**config.mk**
```make
export PLATFORM = sky130hd
export DESIGN_NAME = skat_ram
export DESIGN_NICKNAME = d
export VERILOG_FILES = /design/src/hw/rtl/skat_ram.sv
export SDC_FILE = /design/constraint.sdc
export NUM_CORES = 1
export LEC_CHECK = 0
export ABC_CLOCK_PERIOD_IN_PS = 1800
export BUFFER_PORTS_ARGS = -buffer_cell sky130_fd_sc_hd__buf_2
export CORE_MARGIN = 8
export CORE_UTILIZATION = 60
export DETAILED_ROUTE_END_ITERATION = 8
export PLACE_DENSITY = 0.89
export SETUP_SLACK_MARGIN = 0.4
export SLEW_MARGIN = 30
export SYNTH_ARGS = -nofsm -noshare
export SYNTH_HDL_FRONTEND = slang
export SYNTH_SLANG_ARGS = --single-unit
```
**constraint.sdc**
```tcl
create_clock -name i_clk -period 1.8 [get_ports i_clk]
set_input_delay 0.09 -clock i_clk [delete_from_list [all_inputs] [get_ports i_clk]]
set_output_delay 0.09 -clock i_clk [all_outputs]
set_load 0.02 [all_outputs]
```
**src/hw/rtl/skat_ram.sv**
```systemverilog
// Generic single-port RAM with registered read.
// No dependencies.
module skat_ram #(
    parameter int WIDTH = 8,
    parameter int DEPTH = 16
) (
    input  logic                     i_clk,
    input  logic                     i_we,
    input  logic [$clog2(DEPTH)-1:0] i_addr,
    input  logic [WIDTH-1:0]         i_wdata,
    output logic [WIDTH-1:0]         o_rdata
);
    logic [WIDTH-1:0] r_mem [DEPTH];

    always_ff @(posedge i_clk) begin
        if (i_we) begin
            r_mem[i_addr] <= i_wdata;
        end
        o_rdata <= r_mem[i_addr];
    end
endmodule

```
==> results.toml, run 1 <==
[critical_path]
slowest_delay_ns = 0.46
required_ns = 2.20
r2r_setup_slack_ns = 0.46
critPathKind = "reg -> reg"
r2r_end = "o_rdata[6]"
worstSetupEndpointType = "flip-flop"
reg2regPathDepth = 3
reg2reg_from = "r_mem[2][6]"
critical-path-top-delay-family = "multiplexers"
critical_path_buf_inv_count = 0
startpoint_type = "flip-flop"
worstPathArrival_ns = 1.74
path_max_fanout = 1
slowest_stage = "mux4_2"
path_cells = "mux4_2 > a22oi_1 > nand2_1"

[clock_tree]
postCtsSetupBuffers = 0
cts.sinks = 136
cts.clk_slew.worst_paths_ns = 0.06
cts_buffers = 17
htreeDepth = 4
insertion_delay_ns = 0.52
clockBufferDepth = 2
cts_root_buffer = "clkbuf_8"
tritoncts = "built"

[synthesis]
netlist.area_leader.share = 0.759
synth_area_leaders = "edfxtp_1 (76%), mux4_2 (14%), dfxtp_1 (3.2%), a22oi_1 (2.4%), nor2_1 (0.96%)"
netlist_area_sq_um = 5070
yosysMostFrequentCell = "edfxtp_1"
synth-edff-count = 128
synth_top_cell_by_area = "edfxtp_1"
async_reset_ff_frac = 0
yosys_register_bits = 136
synth-seq-area-share = 0.790
synthTopCellsByCount = "edfxtp_1 (128), mux4_2 (32), a22oi_1 (16), nor2_1 (13), nand2_1 (9)"
ys_types = 18
yosysWarnings = 0
syn_inst = 230
avgSynthCellArea_sq_um = 22.0
syn_nets = 244
synth_ff_type = "edfxtp_1"

[min_path]
min_to = "r_mem[4][7]"
hold_depth = 3
min_from = "i_addr[3]"
min_path_type = "in -> reg"

[placed_design]
place.gp.congestion = 0.777
portBuffers = 21
hpwlAfterDp_um = 6240
dpl_cell_area_sq_um = 5440
preCtsSetupSlack_ns = 0.237
dp_cells = 366

[final_layout]
fillers = 401
multi_input_area_sq_um = 1050
regArea_sq_um = 4000
final_cell_count_no_fill = 408
antenna-diode-count = 0
design_area_sq_um = 6160
utilization = 0.750
final_nets = 304
drive_above_1_share = 0.386
syn_to_final_growth_pct = 21.6

[power_and_ir_drop]
power_density_nw_per_um2 = 1210
swShare = 0.214
finalPower_mw = 7.44
power_frac_seq = 0.479
power.share.clock = 0.468
p_sw_mw = 1.59
leakagePower_nw = 2.06
p_int_mw = 5.84
combPwrFrac = 0.053
ir_worst_vdd_v = 0.000700

[sta]
fin_skew_ns = 0.00673
period_needed_ns = 1.34
drv_slew = 0
setup_viol_count_final = 0
relSlewSlack = 0.330
timing.hold.ws_ns = 0.191
finalCritPeriodShare = 0.744
hold_viol_final = 0
fmax_mhz = 746
setup_ws_ns = 0.460
worstMarginPinSlew_ns = 1.00
tns_ns = 0
rsz0062_at_grt = "false"

[die]
start_util = 0.617
dieHeight_um = 108
dieArea_sq_um = 11600
core_sq_um = 8220
io_pins = 22
die_x_um = 108
std_cell_rows = 33

[detailed_routing]
first_iter_violations = 216
totalWireLength_um = 10800
postRouteAntennaNets = 0
avgViaCountPerCell = 6.38
num_vias = 2601
drc = 0
wl_per_cell_um = 26.4
drt-pass1-iter-count = 4

[run_status]
outcome = "finished, final reports clean"

[global_routing]
grt_pass1_wl_um = 16200
overflow = 0
grt_max_degree = 22
antenna_found_initial = 0
grt_use_total = 0.200
grt_pass1_vias = 2714

[job]
max-cap-violations = 0
-- worst register-to-register path: cells and delay by family, from the launching register on --
kind	cells	cell delay, ns
flip-flops	1	0.37
AND/OR/NAND/NOR	1	0.10
multiplexers	1	0.46
AO/OA/AOI/OAI	1	0.29
-- registers in the layout, summed over array words and instances, names as in the netlist --
signal and cells:
r_mem 128, o_rdata 8
-- final cells by class --
| type | instances | share of cell area |
|---|---|---|
| flip-flops and latches | 136 | 0.650 |
| multi-input cells | 83 | 0.170 |
| clock buffers | 17 | 0.0672 |
| well taps | 105 | 0.0213 |
| repair buffers | 52 | 0.0609 |
| clock inverters | 15 | 0.0307 |
-- repair_timing --
item | 4_1_cts | 5_1_grt
endpoints found under the hold margin | 136 | 0
setup endpoints to repair | 0 | 4
gates resized for setup | 0 | 4
hold buffers | 10 | 0
-- layout by cell type, fill, tap and decap left out, types with 2 or more instances in the layout --
cell type,instances
nor2_2,5
edfxtp_1,128
nand2_1,9
a22oi_1,12
clkbuf_16,16
nand3b_1,2
clkinvlp_4,3
mux4_2,32
a22oi_2,4
dlygate4sd3_1,10
clkinv_4,2
nor3_2,2
nor3_1,2
nor2_1,8
buf_4,20
bufinv_16,3
nand2b_1,2
nor2b_1,2
buf_2,21
dfxtp_1,8
inv_6,5
-- worst max path at each step --
stage	startpoint	to	slack, ns	depth (start not counted)
2_1_floorplan	i_addr[1]	r_mem[12][0]	0.27	3
3_3_place_gp	i_addr[3]	r_mem[4][7]	0.24	3
3_5_place_dp	i_addr[3]	r_mem[1][2]	0.24	4
4_1_cts	r_mem[3][4]	o_rdata[4]	0.42	3
5_1_grt	r_mem[7][6]	o_rdata[6]	0.40	3
6_report	r_mem[2][6]	o_rdata[6]	0.46	3
-- cells by family (layout without fill, tap and decap cells) --
kind of cell           Yosys count  after routing  share of synthesized area
AOI/OAI and AO/OA               16             16                     0.0237
and+or+nand+nor                 35             35                     0.0321
muxes                           32             32                      0.142
buffers and inverters           11             84                     0.0119
DFF                            136            136                      0.790
-- per-layer routing --
metal / wire [um] / track usage
met1: 4020 / 0.240
met2: 5810 / 0.336
met3: 771 / 0.0527
met4: 153 / 0.0902
met5: 0 / 0
-- power groups by stage --
stage	registers, mW	clock network [mW]	logic (mW)
global placement	3.62	0	0.353
global route	3.57	3.62	0.425
CTS	3.56	3.52	0.388
finish	3.56	3.48	0.396
floorplan	3.65	0	0.185
detailed placement	3.63	0	0.366
(Power assumes the default switching activity.)
==> run 2, diff against run 1 <==
Settings changed: ABC_CLOCK_PERIOD_IN_PS 1800 to 1200, CORE_UTILIZATION 60 to 54, PLACE_DENSITY 0.89 to 0.85.
Clock period 1.8 ns to 1.2 ns, I/O delays scaled along.
==> results.toml, run 2 (synthesis results as in run 1) <==
[run_status]
outcome = "finished, violations left"
violations = "negative setup slack"

[critical_path]
worstSetupEndpointType = "flip-flop"
worstPathArrival_ns = 1.74
critPathKind = "reg -> reg"
r2r_setup_slack_ns = -0.14
startpoint_type = "flip-flop"
required_ns = 1.60
path_max_fanout = 1

[sta]
hold_viol_final = 0
setup_ws_ns = -0.140
drv_slew = 0
rsz0062_at_grt = "true"
fin_skew_ns = 0.00459
setup_viol_count_final = 8
finalCritPeriodShare = 1.12
period_needed_ns = 1.34
fmax_mhz = 747
worstMarginPinSlew_ns = 0.863
relSlewSlack = 0.423

[clock_tree]
cts.sinks = 136
cts_buffers = 17
htreeDepth = 4
tritoncts = "built"
cts.clk_slew.worst_paths_ns = 0.06
insertion_delay_ns = 0.52
cts_root_buffer = "clkbuf_8"
clockBufferDepth = 2

[global_routing]
grt_use_total = 0.192
grt_pass1_wl_um = 17300
antenna_found_initial = 0
grt_max_degree = 21
overflow = 0
grt_pass1_vias = 2738

[power_and_ir_drop]
ir_worst_vdd_v = 0.00111
power_density_nw_per_um2 = 1800
leakagePower_nw = 2.20

[detailed_routing]
num_vias = 2644
wl_per_cell_um = 27.6
postRouteAntennaNets = 0
drt-pass1-iter-count = 4
totalWireLength_um = 11600
avgViaCountPerCell = 6.33
drc = 0
first_iter_violations = 261

[die]
io_pins = 22
die_x_um = 113
std_cell_rows = 35
start_util = 0.554
core_sq_um = 9150
dieArea_sq_um = 12700
dieHeight_um = 113

[final_layout]
final_common_cell = "edfxtp_1"
layout.cells.most_common_list = "edfxtp_1 (128), mux4_2 (32), buf_4 (18)"
largest_reg_flops = 128
antenna-diode-count = 0
regMostFlops = "r_mem"
design_area_sq_um = 6580
final_nets = 308
largest_registers = "r_mem: 128 flops, o_rdata: 8 flops"
drive_above_1_share = 0.463
syn_to_final_growth_pct = 29.8

[placed_design]
place.gp.congestion = 0.751
portBuffers = 21
hpwlAfterDp_um = 6480
dpl_cell_area_sq_um = 5640
preCtsSetupSlack_ns = -0.307

[min_path]
min_path_type = "in -> reg"

[job]
max-cap-violations = 0
run 2: changes by cell type in the layout (fill, tap and decap cells not counted), moves of 4 or more:
cell and delta:
nor2_4 +12, nor2_1 -7, dfxtp_2 +7, nor3_4 +4, inv_6 -5, buf_2 -11
buf_6 +11, nor2_2 -5, buf_12 +7, dfxtp_1 -7
run 2: path summary, 6_finish.rpt:
check / to / cells after the start / startpoint
setup reg to reg: o_rdata[2] / 3 / r_mem[2][2]
hold reg to reg: o_rdata[3] / 3 / r_mem[7][3]
setup / recovery: o_rdata[2] / 3 / r_mem[2][2]
hold / removal: r_mem[3][5] / 3 / i_addr[2]
run 2: stage by stage:
step                 util  cells  total power, mW  setup TNS [ns]  hold slack, ns
detailed placement  0.616    371             6.07          -13.49           0.479
finish              0.719    418             11.8          -0.727          0.0944
global route        0.719    418             12.1           -1.05          0.0876
global placement    0.616    371             6.05          -11.54           0.463
CTS                 0.714    417             11.8          -0.779          0.0713
floorplan               -    230             5.82               0           0.159
run 2: worst max-delay path, stage by stage (launching register included):
cell and delay [ns]:
edfxtp_1 0.39, mux4_2 0.50, a22oi_2 0.25, nand2_1 0.09
run 2: what timing repair did:
action | in CTS | in global routing
hold endpoints to repair | 128 | 0
hold buffers | 8 | 0
pin swaps | 5 | 4
setup buffers | 5 | 1
endpoints found under the setup margin | 80 | 39
gates resized for setup | 29 | 4
cloned | 1 | 0
run 2: where the power goes:
part / internal, mW / switching (mW)
clock network: 3.78 / 1.94
logic: 0.337 / 0.407
registers: 5.32 / 0.0431
run 2: metal layers:
metal / GRT usage / part of all wire / wire length (um) / vias up
met4: 0.0773 / 0.022 / 251 / 0
met2: 0.306 / 0.50 / 5800 / 132
met1: 0.247 / 0.42 / 4800 / 1392
li1: - / - / - / 1098
met5: 0 / 0 / 0 / -
met3: 0.0532 / 0.060 / 696 / 22
run 2: layout make-up:
type	instances	area, sq um
flip-flops and latches	136	4010
multi-input cells	83	1200
clock buffers	18	418
fillers	484	2570
repair buffers	56	577
well taps	111	139
clock inverters	14	229
